File: src/hdl/key_value_map_table_unit_defines.svh
// ----------------------------------------------------------------------------
// key_value_map_table_unit_defines
// Assertion macros used by the key/value table controller.
// ----------------------------------------------------------------------------
`ifndef KEY_VALUE_MAP_TABLE_UNIT_DEFINES_SVH
`define KEY_VALUE_MAP_TABLE_UNIT_DEFINES_SVH

`ifndef SYNTHESIS

// Same-cycle implication, sampled on clk, off during reset.
`define KVMT_ASSERT_NOW(lbl, ante, cons) \
  lbl: assert property (@(posedge clk) disable iff (!rst_n) (ante) |-> (cons)) \
    else $error("kvmt assertion failed");

// Next-cycle implication, sampled on clk, off during reset.
`define KVMT_ASSERT_NXT(lbl, ante, cons) \
  lbl: assert property (@(posedge clk) disable iff (!rst_n) (ante) |=> (cons)) \
    else $error("kvmt assertion failed");

`else

`define KVMT_ASSERT_NOW(lbl, ante, cons)
`define KVMT_ASSERT_NXT(lbl, ante, cons)

`endif

`endif

File: src/hdl/kvmt_pkg.sv
// ----------------------------------------------------------------------------
// kvmt_pkg
// Shared widths, defaults and codes of the key/value table.
// ----------------------------------------------------------------------------
`default_nettype none

package kvmt_pkg;

  localparam int DEPTH_DEF = 64;
  localparam int KEY_W     = 64;
  localparam int VAL_W     = 64;
  localparam int STATUS_W  = 2;

  localparam logic OP_SET    = 1'b0;
  localparam logic OP_LOOKUP = 1'b1;

  localparam logic [STATUS_W-1:0] STATUS_OK   = 2'd0;
  localparam logic [STATUS_W-1:0] STATUS_MISS = 2'd1;
  localparam logic [STATUS_W-1:0] STATUS_FULL = 2'd2;

endpackage

`default_nettype wire

File: src/hdl/kvmt_ram.sv
// ----------------------------------------------------------------------------
// kvmt_ram
// Simple dual-port RAM: one write port, one read port, registered read data.
// ----------------------------------------------------------------------------
`default_nettype none

module kvmt_ram #(
  parameter int DEPTH = kvmt_pkg::DEPTH_DEF,
  parameter int WIDTH = kvmt_pkg::KEY_W,
  localparam int AW   = $clog2(DEPTH)
) (
  input  wire logic             clk,
  input  wire logic             we,
  input  wire logic [AW-1:0]    waddr,
  input  wire logic [WIDTH-1:0] wdata,
  input  wire logic [AW-1:0]    raddr,
  output logic      [WIDTH-1:0] rdata
);

  logic [WIDTH-1:0] mem [DEPTH];
  logic [WIDTH-1:0] rdata_r;

  always_ff @(posedge clk) begin
    if (we) begin
      mem[waddr] <= wdata;
    end
    rdata_r <= mem[raddr];
  end

  assign rdata = rdata_r;

endmodule

`default_nettype wire

File: config.mk
export PLATFORM = sky130hd
export DESIGN_NAME = kvmt_ram
export DESIGN_NICKNAME = d
export VERILOG_FILES = /design/src/hdl/key_value_map_table_unit_defines.svh /design/src/hdl/kvmt_pkg.sv /design/src/hdl/kvmt_ram.sv
export SDC_FILE = /design/constraint.sdc
export NUM_CORES = 2
export LEC_CHECK = 0
export CAP_MARGIN = 5
export CELL_PAD_IN_SITES_DETAIL_PLACEMENT = 0
export CELL_PAD_IN_SITES_GLOBAL_PLACEMENT = 1
export CORE_UTILIZATION = 57
export CTS_CLUSTER_SIZE = 14
export DETAILED_ROUTE_END_ITERATION = 10
export DONT_BUFFER_PORTS = 1
export GPL_ROUTABILITY_DRIVEN = 0
export GPL_TIMING_DRIVEN = 0
export PLACE_DENSITY_LB_ADDON = 0.1
export SYNTH_ARGS = -nofsm -noshare
export SYNTH_HDL_FRONTEND = slang
export SYNTH_SLANG_ARGS = --single-unit
File: constraint.sdc
create_clock -name clk -period 7.3 [get_ports clk]
set_input_delay 0.73 -clock clk [delete_from_list [all_inputs] [get_ports clk]]
set_output_delay 0.73 -clock clk [all_outputs]
set_load 0.02 [all_outputs]
# Word level (Yosys, flattened, before mapping)
# Memory sizes are Yosys's and may differ from the RTL's. A register that Yosys moved wholly into a read port is not among the register bits.
# Index checks and enable logic that the tools add are counted.
[totals]
output_inout_bits = 64
ram_bits = 4096
n_memories = 1
elab_cells = 3
ff_bits = 0
input_bits = 78
[op_classes]
muxes = 2
[memory_table]
columns = ["name", "words", "word_bits", "read_ports", "rd_ports_with_merged_regs", "wr", "line_no", "source"]
rows = [
  ["mem", 64, 64, 1, 1, 1, "kvmt_ram.sv:20", "logic [WIDTH-1:0] mem [DEPTH];"],
]
[op_table]
columns = ["op", "count"]
rows = [
  ["two-way mux 1 bit", 2],
]

# Longest topological paths before layout
[logic_depth]
depth_word = 2
ltp_mapped = 9
ltp_nobuf = 5

# Worst setup path before layout
# No wires, ideal clock.
[synth_path]
path_type = "input -> register"
start = "in waddr[3]"
end = "mem mem[48][0] (netlist bit), enable pin"
n_path_buf = 1
path_slack_ns = 1.134
cell_stages = 4
t_required_ns = 6.736
arrival_time_ns = 5.602
setup_time_ns = 0.564
cell_sequence = "clkbuf_1 nor2b_1 nand4b_1 nor3_1"
[synth_lines]
columns = ["item", "line_no", "source"]
rows = [
  ["start, declared", "kvmt_ram.sv:14", "input wire logic [AW-1:0] waddr,"],
  ["end, declared", "kvmt_ram.sv:20", ""],
]
# Straight into the memory's write port.

==> metrics.md <==
| Metric | Value |
|---|---|
| DRC | `0` |
| HPWL Detailed | `277,000 µm` |
| Clock root buffer | `clkbuf_16` |
| Die W | `526 µm` |
| First-pass GRT wire length | `584,000 µm` |
| Setup Buffers After CTS | `0` |
| Yosys top cell by area | `edfxtp_1` |
| Vias per cell | `6.74` |
| Hold_sp | `wdata[41]` |
| GRT Util Overall | `roughly 30%` |
| Final max-slew violation count | `0` |
| Post-synth EDFFs | `approximately 4,100` |
| Final Instance Area | `~180,000 µm²` |
| Die height | `526 µm` |
| Primary FF master, synth | `edfxtp_1` |
| Final setup TNS | `0 ns` |
| Power density over cell area | `278 nW/µm²` |
| Area grow syn2layout | `15.3%` |
| Io pins | `142` |
| Vias | `75,700` |
| Reg-to-reg startpoint | `mem[63][38]` |
| H-tree Lvls | `5` |
| Yosys top cell area share | `78.7%` |
| Num CTS Buffers | `412` |
| Final Hold Fails | `0` |
| Leak | `56.6 nW` |
| Endpoint type of the worst setup path | `register` |
| Drt pass-1 iters | `5` |
| VDD IR-drop max | `a little under 200 µV` |
| WP data arrival | `4.93 ns` |
| Synth top area cells | `edfxtp_1 (79%), mux4_2 (15%), mux2i_1 (0.86%)` |
| Synthesized flop and latch total | `4,160` |
| Required time of the critical path | `8.05 ns` |
| Synth async-reset ratio | `0%` |
| Worst slew margin | `1.17%` |
| GRT overflow | `0` |
| Max Fanout on Critical Path | `10` |
| Largest net degree at the start of global routing | `65` |
| Site Rows | `between 150 and 200` |
| Vias in the first global route | `75,500` |
| Setup violations, final | `0` |
| Status | `finished clean` |
| Register area share after synthesis | `79.5%` |
| Clock Latency Late Sink | `~0.96 ns` |
| RSZ-0062 raised after global routing | `false` |
| Initial DRC Count | `between 10,000 and 15,000` |
| Antenna violations before repair | `41` |
| Clock Path Buffers | `4` |
| Max-Cap Viols | `0` |
| Final setup skew | `~0.042 ns` |
| Die area | `between 200,000 and 300,000 µm²` |
| Crit path kind | `input pin to register` |
| Post-DP Area | `165,000 µm²` |
| Overall Power | `0.0502 W` |
| Period utilization | `57.4%` |
| Worst Max-Slew Pin Slew | `approximately 1.5 ns` |
| Hold Path Depth | `1` |
| Routed wire length | `420,000 µm` |
| Fin nets | `around 7,300` |
| Fin Hold WS | `approximately 0.13 ns` |
| Worst reg2reg path depth | `5` |
| CTS tree | `done` |
| Startpoint Class | `input pin` |
| Initial core utilization | `between 50% and 60%` |
| Post-DRT Antenna Nets | `0` |
| Post-Syn Area | `156,000 µm²` |
| Synthesized Nets | `6,676` |
| Post-cts sizing count | `0` |
| Layout cells sized above 1 | `about 29%` |
| CTS Hold Bufs | `64` |
| Max Clk Rate | `0.239 GHz` |
| RR Endpoint | `rdata[38]` |
| Period minus WS final | `4.19 ns` |
| Core area | `272,000 µm²` |
| Distinct cell type count after synthesis | `33` |
| Most frequent cells in the layout | `edfxtp_1 (4,096), mux4_2 (1,024), clkbuf_16 (424)` |
| Number of port buffers | `0` |
| Sink Count | `4,160` |
| Worst R2R Setup Slack | `4.30 ns` |
| Post-Syn Instances | `6,598` |
| Clk pin slew, worst setup/hold paths | `0.06 ns` |
| Synth Warn # | `0` |
| Most common cell after layout, fill and taps aside | `edfxtp_1` |
| Hold Crit Endpoint | `mem[29][41]` |
| Hold crit path type | `input pin to register` |
| Avg Cell Area, Syn | `23.7 µm²` |
| Wire per inst | `37.3 µm` |
-- routing by layer --
layer	track usage, %	routed length (µm)
met1	44.5	164000
met4	8.95	12700
met2	47.4	199000
met3	6.67	44100
met5	0	84
-- final cells by class --
class,count,area (µm²)
well taps,3570,4470
clock inverters,240,2310
multi-input cells,2049,30700
flip-flops and latches,4160,124000
plain buffers,370,1780
inverters,19,71.3
fillers,17100,91400
clock buffers,516,11000
diodes,55,138
repair buffers,259,5540
-- cells by family (layout without fill, tap and decap cells) --
| kind of cell | after synthesis | in the layout | synth area share (%) |
|---|---|---|---|
| simple gates | 386 | 386 | 1.24 |
| buf+inv | 389 | 1404 | 1.18 |
| compound gates | 504 | 504 | 2.48 |
| flops | 4160 | 4160 | 79.5 |
| other cells | 0 | 55 | 0 |
| mux | 1159 | 1159 | 15.6 |
-- registers in the layout, indices dropped and copies added (netlist names) --
| register | count |
|---|---|
| mem | 4096 |
| rdata | 64 |
-- report_power, final --
| part | switching [W] | internal [W] |
|---|---|---|
| sequential | 0.000124 | 0.0264 |
| combinational | 0.00169 | 0.000903 |
| clock | 0.00894 | 0.0121 |
| total | 0.0107 | 0.0394 |
-- worst max-delay path: stages --
cell      delay (ns)
buf_2           0.23
buf_4           0.34
buf_2           0.51
buf_2           0.69
buf_4           0.39
mux2i_1         0.18
o22ai_1         0.69
a31oi_1         0.27
a211oi_1        0.81
-- cell usage after synthesis, drive strengths merged, types with 11 or more instances --
library cell	count
nand2b	11
o22ai	83
mux4	1024
a41oi	26
a211oi	63
and3	64
nand2	58
or3	29
nor2	112
a22o	88
o221ai	38
a2bb2oi	19
inv	19
edfxtp	4096
dfxtp	64
nor2b	28
clkbuf	140
a31oi	18
buf	230
mux2i	135
nand3	45
or2	28
a22oi	168
-- how the worst max path moves through the flow --
stage	from	endpoint	slack, ns	depth (start not counted)
after floorplan	waddr[3]	mem[48][0]	1.13	4
after global placement	waddr[3]	mem[48][27]	-5.85	4
after detailed placement	raddr[2]	rdata[6]	2.19	9
after CTS	raddr[2]	rdata[6]	3.21	9
after global routing	raddr[2]	rdata[6]	3.15	9
final	raddr[2]	rdata[6]	3.11	9
-- through the flow --
| step | worst slack [ns] | utilization [%] | instances |
|---|---|---|---|
| 4_1_cts | 3.21 | 66.3 | 11200 |
| 5_1_grt | 3.15 | 66.3 | 11200 |
| 3_5_place_dp | 2.19 | 60.7 | 10400 |
| 3_3_place_gp | -5.85 | 59.2 | 10200 |
| 2_1_floorplan | 1.13 | - | 6598 |
| 6_report | 3.11 | 66.4 | 11200 |
Power figures use the tool's default switching activity.
