==> src/hdl/key_value_map_table_unit_defines.svh <==
// ----------------------------------------------------------------------------
// key_value_map_table_unit_defines
// Assertion macros used by the key/value table controller.
// ----------------------------------------------------------------------------
`ifndef KEY_VALUE_MAP_TABLE_UNIT_DEFINES_SVH
`define KEY_VALUE_MAP_TABLE_UNIT_DEFINES_SVH

`ifndef SYNTHESIS

// Same-cycle implication, sampled on clk, off during reset.
`define KVMT_ASSERT_NOW(lbl, ante, cons) \
  lbl: assert property (@(posedge clk) disable iff (!rst_n) (ante) |-> (cons)) \
    else $error("kvmt assertion failed");

// Next-cycle implication, sampled on clk, off during reset.
`define KVMT_ASSERT_NXT(lbl, ante, cons) \
  lbl: assert property (@(posedge clk) disable iff (!rst_n) (ante) |=> (cons)) \
    else $error("kvmt assertion failed");

`else

`define KVMT_ASSERT_NOW(lbl, ante, cons)
`define KVMT_ASSERT_NXT(lbl, ante, cons)

`endif

`endif

==> src/hdl/kvmt_pkg.sv <==
// ----------------------------------------------------------------------------
// kvmt_pkg
// Shared widths, defaults and codes of the key/value table.
// ----------------------------------------------------------------------------
`default_nettype none

package kvmt_pkg;

  localparam int DEPTH_DEF = 64;
  localparam int KEY_W     = 64;
  localparam int VAL_W     = 64;
  localparam int STATUS_W  = 2;

  localparam logic OP_SET    = 1'b0;
  localparam logic OP_LOOKUP = 1'b1;

  localparam logic [STATUS_W-1:0] STATUS_OK   = 2'd0;
  localparam logic [STATUS_W-1:0] STATUS_MISS = 2'd1;
  localparam logic [STATUS_W-1:0] STATUS_FULL = 2'd2;

endpackage

`default_nettype wire

==> src/hdl/kvmt_ctrl.sv <==
// ----------------------------------------------------------------------------
// kvmt_ctrl
// Sequencer: scans stored keys one per cycle through a single comparator,
// then updates, appends or reads back the value, or reports a miss or a full table.
// ----------------------------------------------------------------------------
`default_nettype none
`include "key_value_map_table_unit_defines.svh"

module kvmt_ctrl #(
  parameter int DEPTH = kvmt_pkg::DEPTH_DEF,
  localparam int AW   = $clog2(DEPTH),
  localparam int CW   = $clog2(DEPTH + 1)
) (
  input  wire logic                          clk,
  input  wire logic                          rst_n,
  input  wire logic                          start,
  output logic                               busy,
  input  wire logic                          in_op,
  input  wire logic [kvmt_pkg::KEY_W-1:0]    in_key,
  input  wire logic [kvmt_pkg::VAL_W-1:0]    in_value_in,
  output logic                               out_valid,
  output logic [kvmt_pkg::STATUS_W-1:0]      out_status,
  output logic [kvmt_pkg::VAL_W-1:0]         out_value_out,
  // key memory
  output logic                               key_we,
  output logic [AW-1:0]                      key_raddr,
  input  wire logic [kvmt_pkg::KEY_W-1:0]    key_rdata,
  // value memory
  output logic                               val_we,
  output logic [AW-1:0]                      val_raddr,
  input  wire logic [kvmt_pkg::VAL_W-1:0]    val_rdata,
  // shared write address and data
  output logic [AW-1:0]                      waddr,
  output logic [kvmt_pkg::KEY_W-1:0]         key_wdata,
  output logic [kvmt_pkg::VAL_W-1:0]         val_wdata
);

  typedef enum logic [1:0] {
    S_IDLE,
    S_SCAN,
    S_VAL
  } state_t;

  state_t                         state_r, state_nxt;
  logic [CW-1:0]                  fill_r, fill_nxt;
  logic [CW-1:0]                  idx_r, idx_nxt;
  logic                           cmp_vld_r, cmp_vld_nxt;
  logic [AW-1:0]                  cmp_idx_r, cmp_idx_nxt;
  logic                           op_r, op_nxt;
  logic [kvmt_pkg::KEY_W-1:0]     key_r, key_nxt;
  logic [kvmt_pkg::VAL_W-1:0]     val_r, val_nxt;
  logic                           out_valid_r, out_valid_nxt;
  logic [kvmt_pkg::STATUS_W-1:0]  out_status_r, out_status_nxt;
  logic [kvmt_pkg::VAL_W-1:0]     out_value_r, out_value_nxt;
  logic                           hit;
  logic                           has_room;

  // key_rdata belongs to the read issued in the previous cycle (cmp_idx_r)
  assign hit      = cmp_vld_r && (key_rdata == key_r);
  assign has_room = (fill_r < CW'(DEPTH));

  always_comb begin
    state_nxt      = state_r;
    fill_nxt       = fill_r;
    idx_nxt        = idx_r;
    cmp_vld_nxt    = cmp_vld_r;
    cmp_idx_nxt    = cmp_idx_r;
    op_nxt         = op_r;
    key_nxt        = key_r;
    val_nxt        = val_r;
    out_valid_nxt  = 1'b0;
    out_status_nxt = out_status_r;
    out_value_nxt  = out_value_r;
    key_we         = 1'b0;
    val_we         = 1'b0;
    waddr          = cmp_idx_r;
    key_raddr      = idx_r[AW-1:0];
    val_raddr      = cmp_idx_r;

    case (state_r)
      S_IDLE: begin
        if (start) begin
          op_nxt      = in_op;
          key_nxt     = in_key;
          val_nxt     = in_value_in;
          idx_nxt     = '0;
          cmp_vld_nxt = 1'b0;
          state_nxt   = S_SCAN;
        end
      end
      S_SCAN: begin
        if (hit) begin
          cmp_vld_nxt = 1'b0;
          if (op_r == kvmt_pkg::OP_SET) begin
            val_we         = 1'b1;
            out_valid_nxt  = 1'b1;
            out_status_nxt = kvmt_pkg::STATUS_OK;
            out_value_nxt  = '0;
            state_nxt      = S_IDLE;
          end else begin
            // value read issued at cmp_idx_r this cycle
            state_nxt = S_VAL;
          end
        end else if (idx_r < fill_r) begin
          idx_nxt     = idx_r + CW'(1);
          cmp_vld_nxt = 1'b1;
          cmp_idx_nxt = idx_r[AW-1:0];
        end else begin
          // all valid entries compared, key absent
          cmp_vld_nxt   = 1'b0;
          out_valid_nxt = 1'b1;
          out_value_nxt = '0;
          state_nxt     = S_IDLE;
          if (op_r == kvmt_pkg::OP_SET) begin
            if (has_room) begin
              key_we         = 1'b1;
              val_we         = 1'b1;
              waddr          = fill_r[AW-1:0];
              fill_nxt       = fill_r + CW'(1);
              out_status_nxt = kvmt_pkg::STATUS_OK;
            end else begin
              out_status_nxt = kvmt_pkg::STATUS_FULL;
            end
          end else begin
            out_status_nxt = kvmt_pkg::STATUS_MISS;
          end
        end
      end
      S_VAL: begin
        out_valid_nxt  = 1'b1;
        out_status_nxt = kvmt_pkg::STATUS_OK;
        out_value_nxt  = val_rdata;
        state_nxt      = S_IDLE;
      end
      default: begin
        state_nxt = S_IDLE;
      end
    endcase
  end

  always_ff @(posedge clk) begin
    if (!rst_n) begin
      state_r     <= S_IDLE;
      fill_r      <= '0;
      cmp_vld_r   <= 1'b0;
      out_valid_r <= 1'b0;
    end else begin
      state_r     <= state_nxt;
      fill_r      <= fill_nxt;
      cmp_vld_r   <= cmp_vld_nxt;
      out_valid_r <= out_valid_nxt;
    end
    idx_r        <= idx_nxt;
    cmp_idx_r    <= cmp_idx_nxt;
    op_r         <= op_nxt;
    key_r        <= key_nxt;
    val_r        <= val_nxt;
    out_status_r <= out_status_nxt;
    out_value_r  <= out_value_nxt;
  end

  assign busy          = (state_r != S_IDLE);
  assign out_valid     = out_valid_r;
  assign out_status    = out_status_r;
  assign out_value_out = out_value_r;
  assign key_wdata     = key_r;
  assign val_wdata     = val_r;

  `KVMT_ASSERT_NOW(a_fill_bound, 1'b1, fill_r <= CW'(DEPTH))
  `KVMT_ASSERT_NOW(a_append_room, key_we, has_room && !hit)
  `KVMT_ASSERT_NXT(a_start_busy, start && !busy, busy && !out_valid_r)
  `KVMT_ASSERT_NXT(a_single_strobe, out_valid_r, !out_valid_r)
  `KVMT_ASSERT_NOW(a_zero_on_fail, out_valid_r && out_status_r != kvmt_pkg::STATUS_OK, out_value_r == '0)

endmodule

`default_nettype wire

==> config.mk <==
export PLATFORM = sky130hd
export DESIGN_NAME = kvmt_ctrl
export DESIGN_NICKNAME = d
export VERILOG_FILES = /design/src/hdl/kvmt_pkg.sv /design/src/hdl/kvmt_ctrl.sv
export VERILOG_INCLUDE_DIRS = /design/src /design/src/hdl
export SDC_FILE = /design/constraint.sdc
export NUM_CORES = 1
export LEC_CHECK = 0
export BUFFER_PORTS_ARGS = -buffer_cell sky130_fd_sc_hd__buf_4
export CORE_AREA = 2 2 184 186
export CTS_CLUSTER_DIAMETER = 50
export CTS_CLUSTER_SIZE = 12
export DETAILED_ROUTE_END_ITERATION = 10
export DIE_AREA = 0 0 186 188
export GPL_ROUTABILITY_DRIVEN = 0
export PLACE_DENSITY = 0.54
export SKIP_CTS_REPAIR_TIMING = 1
export SLEW_MARGIN = 10
export SYNTH_ARGS = -nofsm -noshare
export SYNTH_HDL_FRONTEND = slang
export SYNTH_SLANG_ARGS = --single-unit
==> constraint.sdc <==
create_clock -name clk -period 8.4 [get_ports clk]
set_input_delay 0.84 -clock clk [delete_from_list [all_inputs] [get_ports clk]]
set_output_delay 0.84 -clock clk [all_outputs]
set_load 0.005 [all_outputs]
; Word level (Yosys, flattened, before mapping)
; Index checks and enable logic that the tools add are counted.
[totals]
regBits = 219
[classes]
addsub = 2
magnitude_cmp = 2
n_eq_ne = 8
muxes = 39
bitwise_logic = 3
reduce_logical = 12
[ops]
columns = op, count
row1 = 2-to-1 mux 64 bit, 3
row2 = one-hot mux 64 bit (2 select lines), 1
row3 = equality test 64 bit, 1
row4 = 2-to-1 mux 6 bit, 5
row5 = 2-to-1 mux 7 bit, 3
row6 = 2-to-1 mux 2 bit, 9
row7 = "adder 7 x 1 -> 7 bit, second input constant", 2
row8 = one-hot mux 7 bit (2 select lines), 1
row9 = 2-to-1 mux 1 bit, 13
row10 = one-hot mux 2 bit (2 select lines), 2
row11 = less-than comparator 7 bit, 1
row12 = "less-than comparator 7 bit, second input constant", 1
row13 = "inequality test 2 bit, second input constant", 3
row14 = "inequality test 3 bit, second input constant", 2
row15 = AND reduction 2 bit, 3
row16 = AND reduction 3 bit, 2
row17 = nonzero test 2 bit, 3
row18 = AND reduction 5 bit, 1
row19 = one-hot mux 1 bit (2 select lines), 2
row20 = AND reduction 4 bit, 1
row21 = inverter 1 bit, 3
row22 = "equality test 2 x 1 -> 1 bit, second input constant", 1
row23 = "equality test 2 bit, second input constant", 1
row24 = zero test 2 bit, 1
row25 = logical AND 1 bit, 1

; Logic depth before layout (Yosys ltp)
; Gate-level depths: netlist of the first run.
[depth]
ltp_word = 6
ltp_mapped = 11
depth_no_buf = 9

; Least setup slack after synthesis of the first run
; No wires, ideal clock.
[synth_path]
kind = input-to-reg
start = input start
end = register key_r (netlist bit key_wdata[0]) (enable)
setup_time_ns = 0.623
arrival_time_ns = 6.307
required_time_ns = 7.777
path_slack_ns = 1.469
stages = 2
n_path_buf = 0
path_cell_list = inv_1 nor2_1
[synth_via]
elab_chain_len = 1
[synth_lines]
columns = item, line_no
row1 = start: declaration, kvmt_ctrl.sv:16  ; input wire logic start,
row2 = AND reduction 2 bit (no source line), n/a
row3 = end signal: assignment, kvmt_ctrl.sv:156  ; key_r <= key_nxt;
row4 = end: declaration, kvmt_ctrl.sv:50  ; logic [kvmt_pkg::KEY_W-1:0] key_r, key_nxt;
; Every way passes these cells.
; A chain may end at the register's enable or synchronous reset.

; Worst setup path in the final report of the first run
[layout_path]
start = register key_r (netlist bit key_wdata[58])
end = output waddr[0]
[layout_via]
elab_chain_len = 4
[layout_lines]
columns = item, line_no
row1 = equality test 64 bit, kvmt_ctrl.sv:59  ; assign hit = cmp_vld_r && (key_rdata == key_r);
row2 = logical AND 1 bit, kvmt_ctrl.sv:59
row3 = 2-to-1 mux 6 bit, kvmt_ctrl.sv:92  ; if (hit) begin
row4 = 2-to-1 mux 6 bit, kvmt_ctrl.sv:80  ; case (state_r)
row5 = end: declaration, kvmt_ctrl.sv:33  ; output logic [AW-1:0] waddr,
; Every way passes these cells.

==> results of run 1 <==
## synth_stat cells, types with 8 or more instances
cell type and number:
xnor2_1 50, nand2b_1 8, edfxtp_1 208, a21oi_1 8, nand2_1 13, nand4_1 13, nand3_1 8, ha_1 11
inv_1 27, and2_1 66, o21ai_0 13, nor2_1 14, dfxtp_1 11
## kinds of logic after synthesis
kind of cell             count (synthesis)  synth area share
adder cells (fa/ha/maj)                 11           0.01632
AO/OA/AOI/OAI                           43           0.03472
buffers and inverters                   42           0.02270
XOR/XNOR                                57           0.05921
multiplexers                             2          0.002671
flip-flops                             219            0.7669
AND/OR/NAND/NOR                        144           0.09749
## final cells by class
type,instances,area share
Antenna cell,2,0.0003696
Clock buffer,35,0.05682
Clock inverter,21,0.01829
Inverter,27,0.007484
Multi-Input combinational cell,257,0.1326
Sequential cell,219,0.4775
Tap cell,448,0.04139
Timing Repair Buffer,479,0.2655
## layer usage
| layer | global-route usage | vias up | wire [um] |
|---|---|---|---|
| met5 | 0 | - | 0 |
| met4 | 0.02998 | 0 | 392 |
| met3 | 0.05321 | 33 | 3034 |
| met2 | 0.2691 | 307 | 14260 |
| met1 | 0.1722 | 2812 | 10520 |
| li1 | - | 2899 | - |
## worst max path at each step
| stage | start | to | slack, ns | cells past startpoint |
|---|---|---|---|---|
| global placement | key_rdata[38] | out_value_out[29]$_SDFFCE_PN0P_ | 4.18 | 9 |
| global route | key_wdata[38]$_DFFE_PP_ | waddr[0] | 4.06 | 8 |
| floorplan | start | key_wdata[0]$_DFFE_PP_ | 1.47 | 2 |
| CTS | key_wdata[58]$_DFFE_PP_ | waddr[0] | 4.15 | 8 |
| finish | key_wdata[58]$_DFFE_PP_ | waddr[0] | 4.33 | 8 |
| detailed placement | key_rdata[30] | out_value_out[32]$_SDFFCE_PN0P_ | 4.14 | 9 |
## power groups by stage
stage | Clock [mW] | Sequential, mW | Combinational [mW]
after floorplan | 0 | 1.37 | 0.101
after global placement | 0 | 1.36 | 0.350
after detailed placement | 0 | 1.36 | 0.353
after CTS | 1.32 | 1.33 | 0.354
after global routing | 1.36 | 1.34 | 0.375
final | 1.29 | 1.33 | 0.346
## worst reg2reg max path: stages, from the launching register on
cell      delay [ns]
edfxtp_1        0.46
xnor2_1         0.26
nand4_1         0.12
nor4_1          0.52
nand3_1         0.36
nor2_1          0.34
mux2_2          0.41
o21ai_4         0.06
buf_4           0.66
## flip-flops by register name (all words and copies together) (netlist names)
name and count:
val_raddr 6, val_wdata 64, cmp_vld_r 1, state_r 2, out_valid 1, op_r 1, idx_r 7, fill_r 7
out_status 2, out_value_out 64, key_wdata 64
## per-stage QoR
stage	utilization	worst slack (ns)	hold slack (ns)	area [um^2]	cells
3_5_place_dp	0.3781	4.139	0.4957	12520	1430
3_3_place_gp	0.3781	4.180	0.4868	12520	1430
4_1_cts	0.4088	4.152	0.4278	13540	1486
5_1_grt	0.4088	4.059	0.4311	13540	1486
2_1_floorplan	-	1.469	0.4710	8432	518
6_report	0.4090	4.330	0.4602	13540	1488
## placed cells by master (no fill, tap or decap), drive strengths merged, types with 2 or more instances in the layout
master / count
a211oi: 2
a21oi: 8
and2: 66
and3: 3
buf: 479
bufinv: 4
clkbuf: 35
clkinv: 10
dfxtp: 11
diode: 2
edfxtp: 208
ha: 11
inv: 34
mux2: 2
nand2: 13
nand2b: 8
nand3: 8
nand4: 13
nor2: 14
nor2b: 6
nor3: 2
nor4: 7
o2111ai: 2
o21a: 3
o21ai: 14
o22ai: 4
or3: 3
xnor2: 50
xor2: 7
==> results.json, run 1 <==
{
  "drc_errors": 0,
  "wl_per_cell_um": 18.96,
  "crit_path_start_kind": "register",
  "max_slew_margin": 0.3424,
  "maxSlewViolCount": 0,
  "synthToLayoutAreaGrowth_pct": 60.60,
  "arrival_ns": 3.23,
  "crit_type": "register to primary output",
  "hold_viol": 0,
  "cp_top_family": "simple AND/OR/NAND/NOR gates",
  "r2r-end": "out_value_out[30]$_SDFFCE_PN0P_",
  "p_leak_nw": 5.644,
  "nFillCells": 3163,
  "place_hpwl_um": 22500,
  "ant_nets": 0,
  "p_switching_mw": 0.6896,
  "synth_area_leaders": "edfxtp_1 74%, xnor2_1 5.2%, and2_1 4.9%",
  "chipWidth_um": 186,
  "worstSetupEndpointType": "primary output",
  "min_path_cells": 1,
  "clk-insertion-delay-late_ns": 0.55,
  "cts_tree": "done",
  "syn_nets": 789,
  "hp-class": "primary input to register",
  "netlist_instances": 518,
  "grt_max_degree": 74,
  "grt_pass1_wl_um": 38820,
  "synthFlopType": "edfxtp_1",
  "p_seq_frac": 0.449,
  "timing.critical_path.buf_inv": 2,
  "initial_core_util": 0.2546,
  "combinationalPowerShare": 0.116,
  "die_area_um2": 34970,
  "multiInputGateArea_um2": 1795,
  "fin_skew_ns": 0.01866,
  "rsz0062_at_grt": "no",
  "synthesis.area_um2": 8432,
  "critPathMaxStageDelay_ns": 0.52,
  "yosysTopAreaCellShare": 0.7408,
  "nets": 1285,
  "total_power_mw": 2.967,
  "grt-ovfl-total": 0,
  "fmax_ghz": 0.2457,
  "power.density_nw_per_um2": 219.1,
  "status": "complete, no violations",
  "power_frac_clock": 0.434,
  "cts_buffer_depth": 3,
  "worstPathRequired_ns": 7.56,
  "clkTransAtPathRegs_ns": 0.06,
  "min_from": "in_key[34]",
  "first_pass_iters": 6,
  "ir_drop_mv": 0.1591,
  "worst_pin_slew_ns": 0.9864,
  "viasPerCell": 4.067,
  "yosysWarnings": 0,
  "ys_ff_latch": 219,
  "ys_seq_area_frac": 0.7669,
  "reg2regPathDepth": 8,
  "h-tree-depth": 1,
  "cpMostUsedCell": "buf_4",
  "synth_cell_types": 41,
  "period_needed_ns": 4.070,
  "clkSinkCount": 219,
  "dieHeight_um": 188,
  "path_cells": "xnor2_1 > nand4_1 > nor4_1 > nand3_1 > o21ai_1 > buf_4 > mux2_2 > buf_4",
  "ff_latch_area_um2": 6466,
  "rows": 67,
  "antenna_found_initial": 2,
  "sw_frac_of_total": 0.2325,
  "critPathSlowestCell": "nor4_1",
  "layout-drive-gt1-share": 0.5145,
  "port-buffer-count": 475,
  "coreArea_um2": 33110,
  "crit_fanout": 21,
  "grt_pass1_vias": 6172,
  "syn_avg_cell_area_um2": 16.28,
  "dr.first_iter.drc_count": 197,
  "r2r_start": "key_wdata[58]$_DFFE_PP_",
  "post-route-period-util": 0.4845,
  "min_to": "key_wdata[34]$_DFFE_PP_",
  "fin_setup_tns_ns": 0,
  "yosysTopAreaCell": "edfxtp_1",
  "r2r_slack_ns": 4.77,
  "root_buffer": "clkbuf_16",
  "cap_violations": 0,
  "wl_um": 28210,
  "synth-edff-count": 208,
  "synthArstFlopShare": 0,
  "cts_buffers": 30,
  "p_int_mw": 2.277,
  "track_usage": 0.1505,
  "ios": 476,
  "setup_viol": 0,
  "vias": 6051
}
No activity file was read; power rests on OpenSTA's default activity.
==> run 2: changes to the inputs <==
--- a/config.mk
+++ b/config.mk
@@ -7,13 +7,13 @@
 export NUM_CORES = 1
 export LEC_CHECK = 0
 export BUFFER_PORTS_ARGS = -buffer_cell sky130_fd_sc_hd__buf_4
-export CORE_AREA = 2 2 184 186
+export CORE_AREA = 2 2 187 189
 export CTS_CLUSTER_DIAMETER = 50
 export CTS_CLUSTER_SIZE = 12
 export DETAILED_ROUTE_END_ITERATION = 10
-export DIE_AREA = 0 0 186 188
+export DIE_AREA = 0 0 189 191
 export GPL_ROUTABILITY_DRIVEN = 0
-export PLACE_DENSITY = 0.54
+export PLACE_DENSITY = 0.55
 export SKIP_CTS_REPAIR_TIMING = 1
 export SLEW_MARGIN = 10
 export SYNTH_ARGS = -nofsm -noshare
==> constraint.sdc (replaced) <==
create_clock -name clk -period 3.31 [get_ports clk]
set_input_delay 0.331 -clock clk [delete_from_list [all_inputs] [get_ports clk]]
set_output_delay 0.331 -clock clk [all_outputs]
set_load 0.005 [all_outputs]
==> results.json, run 2 (same netlist as run 1, synthesis figures left out) <==
{
  "status": "complete, no violations",
  "place_hpwl_um": 23540,
  "max_slew_margin": 0.4007,
  "fmax_ghz": 0.3157,
  "grt-ovfl-total": 0,
  "antenna_found_initial": 1,
  "worstSetupEndpointType": "primary output",
  "fin_ws_ns": 0.1421,
  "top_layer": "met4",
  "worstPathRequired_ns": 2.98,
  "synthToLayoutAreaGrowth_pct": 76.26,
  "rows": 68,
  "first_pass_iters": 4,
  "fin_skew_ns": 0.01497,
  "layout_common_cells": "490 x buf_4, 208 x edfxtp_1, 128 x dlygate4sd3_1, 66 x and2_1, 48 x xnor2_1",
  "period_needed_ns": 3.168,
  "h-tree-depth": 1,
  "initial_core_util": 0.2471,
  "min_from": "in_key[27]",
  "ir_drop_mv": 0.5181,
  "grt_pass1_vias": 6335,
  "dieHeight_um": 191,
  "cts_buffer_depth": 3,
  "r2r_start": "key_wdata[8]$_DFFE_PP_",
  "maxSlewViolCount": 0,
  "clk-insertion-delay-late_ns": 0.54,
  "met2_length_um": 16270,
  "worst_pin_slew_ns": 0.8989,
  "setup_viol": 0,
  "die_area_um2": 36100,
  "cts_tree": "done",
  "coreArea_um2": 34120,
  "nets": 1424,
  "min_path_cells": 1,
  "total_power_mw": 7.320,
  "ios": 476,
  "wl_per_cell_um": 18.91,
  "viasPerCell": 4.114,
  "grt_pass1_wl_um": 40720,
  "ant_nets": 0,
  "wl_um": 30750,
  "crit_path_start_kind": "register",
  "layout-drive-gt1-share": 0.4701,
  "p_leak_nw": 6.183,
  "crit_fanout": 20,
  "cap_violations": 0,
  "chipWidth_um": 189,
  "wl_met3_um": 2842,
  "hold_viol": 0,
  "r2r_slack_ns": 0.33,
  "root_buffer": "clkbuf_16",
  "vias": 6689,
  "postLayoutCoreUtil": 0.4356,
  "layout_commonest_cell": "buf_4",
  "clkSinkCount": 219,
  "drc_errors": 0,
  "port-buffer-count": 475,
  "min_to": "key_wdata[27]$_DFFE_PP_",
  "dr.first_iter.drc_count": 230,
  "track_usage": 0.1527,
  "r2r-end": "out_value_out[52]$_SDFFCE_PN0P_",
  "crit_type": "register to primary output",
  "grt_max_degree": 129,
  "reg2regPathDepth": 10,
  "cts_buffers": 28,
  "arrival_ns": 2.84,
  "clkTransAtPathRegs_ns": 0.06,
  "power.density_nw_per_um2": 492.5,
  "place_ws_ns": -0.04789,
  "hp-class": "primary input to register",
  "fin_setup_tns_ns": 0,
  "met1_length_um": 10990,
  "post-route-period-util": 0.9571
}
[run 2: changes by cell type in the layout (fill, tap and decap cells not counted), sizes merged, moves of 3 or more]
| cell | before | now |
|---|---|---|
| buf | 479 | 492 |
| bufinv | 4 | 1 |
| clkinv | 10 | 6 |
| dlygate4sd3 | 0 | 128 |
[run 2: power breakdown]
group          switching [mW]  internal (mW)  leakage, nW
combinational           0.435          0.628         3.65
sequential              0.107           3.27         2.12
clock                    1.19           1.69        0.419
[run 2: routing by layer]
metal,GRT usage,vias up
met5,0,-
met2,0.2771,325
met4,0.03846,0
li1,-,3164
met3,0.06077,45
met1,0.1655,3155
[run 2: area by class of cell]
| class | instances | area [um^2] |
|---|---|---|
| diodes | 1 | 2.502 |
| clock buffers | 33 | 740.7 |
| clock inverters | 14 | 131.4 |
| fillers | 3053 | 19260 |
| inverters | 27 | 101.3 |
| multi-input cells | 257 | 1849 |
| flip-flops and latches | 219 | 6467 |
| well taps | 455 | 569.3 |
| repair buffers | 620 | 5000 |
[run 2: worst max-delay path by stage]
stage,start,endpoint,slack [ns],cells after the start
after global routing,idx_r[5]$_SDFFCE_PN0P_,waddr[2],-0.04,10
after global placement,key_wdata[8]$_DFFE_PP_,out_value_out[57]$_SDFFCE_PN0P_,0.02,8
after detailed placement,key_wdata[8]$_DFFE_PP_,out_value_out[38]$_SDFFCE_PN0P_,-0.05,8
after CTS,key_wdata[8]$_DFFE_PP_,waddr[2],-0.42,9
final,idx_r[5]$_SDFFCE_PN0P_,waddr[2],0.14,10
after floorplan,key_wdata[33]$_DFFE_PP_,out_status[0]$_SDFFCE_PP0P_,0.13,7
[run 2: metrics by stage]
stage | cells | hold WS (ns) | cell area [um^2]
6_report | 1626 | 0.01574 | 14860
2_1_floorplan | 518 | 0.4299 | 8443
3_3_place_gp | 1444 | 0.4958 | 12610
3_5_place_dp | 1444 | 0.5103 | 12610
5_1_grt | 1626 | 0.002387 | 14860
4_1_cts | 1491 | -0.06762 | 13480
[run 2: critical path, stage by stage (launching register included)]
cell and delay (ns):
edfxtp_1 0.51, ha_1 0.36, a21oi_1 0.14, nor2b_1 0.07, a311oi_2 0.40, a211oi_2 0.16, o21ai_2 0.11, buf_4 0.24
nand2_1 0.08, o21ai_0 0.09, buf_4 0.15
==> run 3: changes to the inputs <==
--- a/config.mk
+++ b/config.mk
@@ -6,14 +6,14 @@
 export SDC_FILE = /design/constraint.sdc
 export NUM_CORES = 1
 export LEC_CHECK = 0
-export BUFFER_PORTS_ARGS = -buffer_cell sky130_fd_sc_hd__buf_4
-export CORE_AREA = 2 2 187 189
+export CORE_AREA = 2 2 184 186
 export CTS_CLUSTER_DIAMETER = 50
 export CTS_CLUSTER_SIZE = 12
 export DETAILED_ROUTE_END_ITERATION = 10
-export DIE_AREA = 0 0 189 191
+export DIE_AREA = 0 0 186 188
+export DONT_BUFFER_PORTS = 1
 export GPL_ROUTABILITY_DRIVEN = 0
-export PLACE_DENSITY = 0.55
+export PLACE_DENSITY = 0.43
 export SKIP_CTS_REPAIR_TIMING = 1
 export SLEW_MARGIN = 10
 export SYNTH_ARGS = -nofsm -noshare
==> results.json, run 3 (same netlist as run 1, synthesis figures left out) <==
{
  "period_needed_ns": 3.229,
  "arrival_ns": 2.90,
  "cts_buffers": 26,
  "ir_drop_mv": 0.4355,
  "place_hpwl_um": 20440,
  "nets": 990,
  "rsz0062_at_grt": "yes",
  "fin_setup_tns_ns": 0,
  "hold_viol": 0,
  "viasPerCell": 4.404,
  "cts_tree": "done",
  "post-route-period-util": 0.9755,
  "crit_fanout": 8,
  "multiInputGateArea_um2": 1851,
  "worstSetupEndpointType": "primary output",
  "drc_errors": 0,
  "die_area_um2": 34970,
  "vias": 5219,
  "max_slew_margin": 0.3866,
  "whs_ns": 0.003068,
  "grt_pass1_vias": 4683,
  "power.density_nw_per_um2": 581.4,
  "coreArea_um2": 33110,
  "postLayoutCoreUtil": 0.3521,
  "worst_pin_slew_ns": 0.9179,
  "chipWidth_um": 186,
  "track_usage": 0.1357,
  "cts_buffer_depth": 3,
  "cap_violations": 0,
  "layout_common_cells": "208 x edfxtp_1, 156 x dlygate4sd3_1, 66 x and2_1, 49 x xnor2_1, 29 x buf_4",
  "port-buffer-count": 0,
  "wl_per_cell_um": 22.33,
  "layout_commonest_cell": "edfxtp_1",
  "clkTransAtPathRegs_ns": 0.06,
  "grt_pass1_wl_um": 34220,
  "crit_path_start_kind": "register",
  "grt_max_degree": 67,
  "wl_um": 26470,
  "rows": 67,
  "status": "complete, no violations",
  "hp-class": "primary input to register",
  "fin_skew_ns": 0.01228,
  "critPathSlowestCell": "edfxtp_1",
  "cp_top_family": "simple AND/OR/NAND/NOR gates",
  "antenna_found_initial": 2,
  "clkSinkCount": 219,
  "path_cells": "xnor2_1 > o221ai_1 > nor4_1 > nand4_1 > buf_4 > o21ai_4 > mux2_2",
  "dieHeight_um": 188,
  "timing.critical_path.buf_inv": 1,
  "critPathMaxStageDelay_ns": 0.49,
  "fmax_ghz": 0.3097,
  "dr.first_iter.drc_count": 218,
  "synthToLayoutAreaGrowth_pct": 38.27,
  "h-tree-depth": 1,
  "root_buffer": "clkbuf_16",
  "clk-insertion-delay-late_ns": 0.54,
  "ios": 476,
  "layout-drive-gt1-share": 0.1114,
  "setup_viol": 0,
  "nFillCells": 3127,
  "initial_core_util": 0.2546,
  "crit_type": "register to primary output",
  "grt-ovfl-total": 0,
  "ff_latch_area_um2": 6466,
  "ant_nets": 0,
  "worstPathRequired_ns": 2.98,
  "p_leak_nw": 4.073,
  "first_pass_iters": 7,
  "maxSlewViolCount": 0
}
## run 3: where the power goes
group	leakage (nW)	internal [mW]	switching (mW)	total (mW)
clock network	0.405	1.68	1.11	2.79
logic	1.55	0.280	0.265	0.545
registers	2.12	3.28	0.173	3.45
total	4.07	5.23	1.55	6.78
## run 3: path summary, 6_finish.rpt
kind | start | end | slack [ns] | depth (start not counted)
hold / removal | val_rdata[56] | out_value_out[56]$_SDFFCE_PN0P_ | 0.003 | 1
hold reg to reg | fill_r[1]$_SDFFE_PN0P_ | fill_r[1]$_SDFFE_PN0P_ | 0.52 | 2
setup / recovery | key_wdata[8]$_DFFE_PP_ | waddr[0] | 0.08 | 7
setup reg to reg | key_wdata[8]$_DFFE_PP_ | out_value_out[49]$_SDFFCE_PN0P_ | 0.21 | 9
## run 3: cell type report
cell class / count / share of cell area
antenna: 1 / 0.0002146
clock buffer: 35 / 0.06139
clock inverter: 10 / 0.01052
inverter: 27 / 0.008693
multi-input combinational: 257 / 0.1587
sequential: 219 / 0.5546
tap: 448 / 0.04808
timing repair buffer: 188 / 0.1578
## run 3: stage by stage
stage          power (mW)  instance area, um^2  std cells  setup slack (ns)
6_report            6.779                11660       1185           0.08112
5_1_grt             7.042                11660       1185          -0.05420
4_1_cts             6.669                10010       1024           -0.6419
3_5_place_dp        3.892                 9169        979           -0.1315
3_3_place_gp        3.881                 9169        979           -0.1144
2_1_floorplan       3.698                 8443        518            0.1280
## run 3: metal layers
layer | vias up | part of all wire | track usage
li1 | 2297 | - | -
met2 | 350 | 0.52 | 0.2391
met1 | 2519 | 0.35 | 0.1357
met4 | 2 | 0.029 | 0.05360
met3 | 51 | 0.10 | 0.06623
met5 | - | 0.00042 | 0
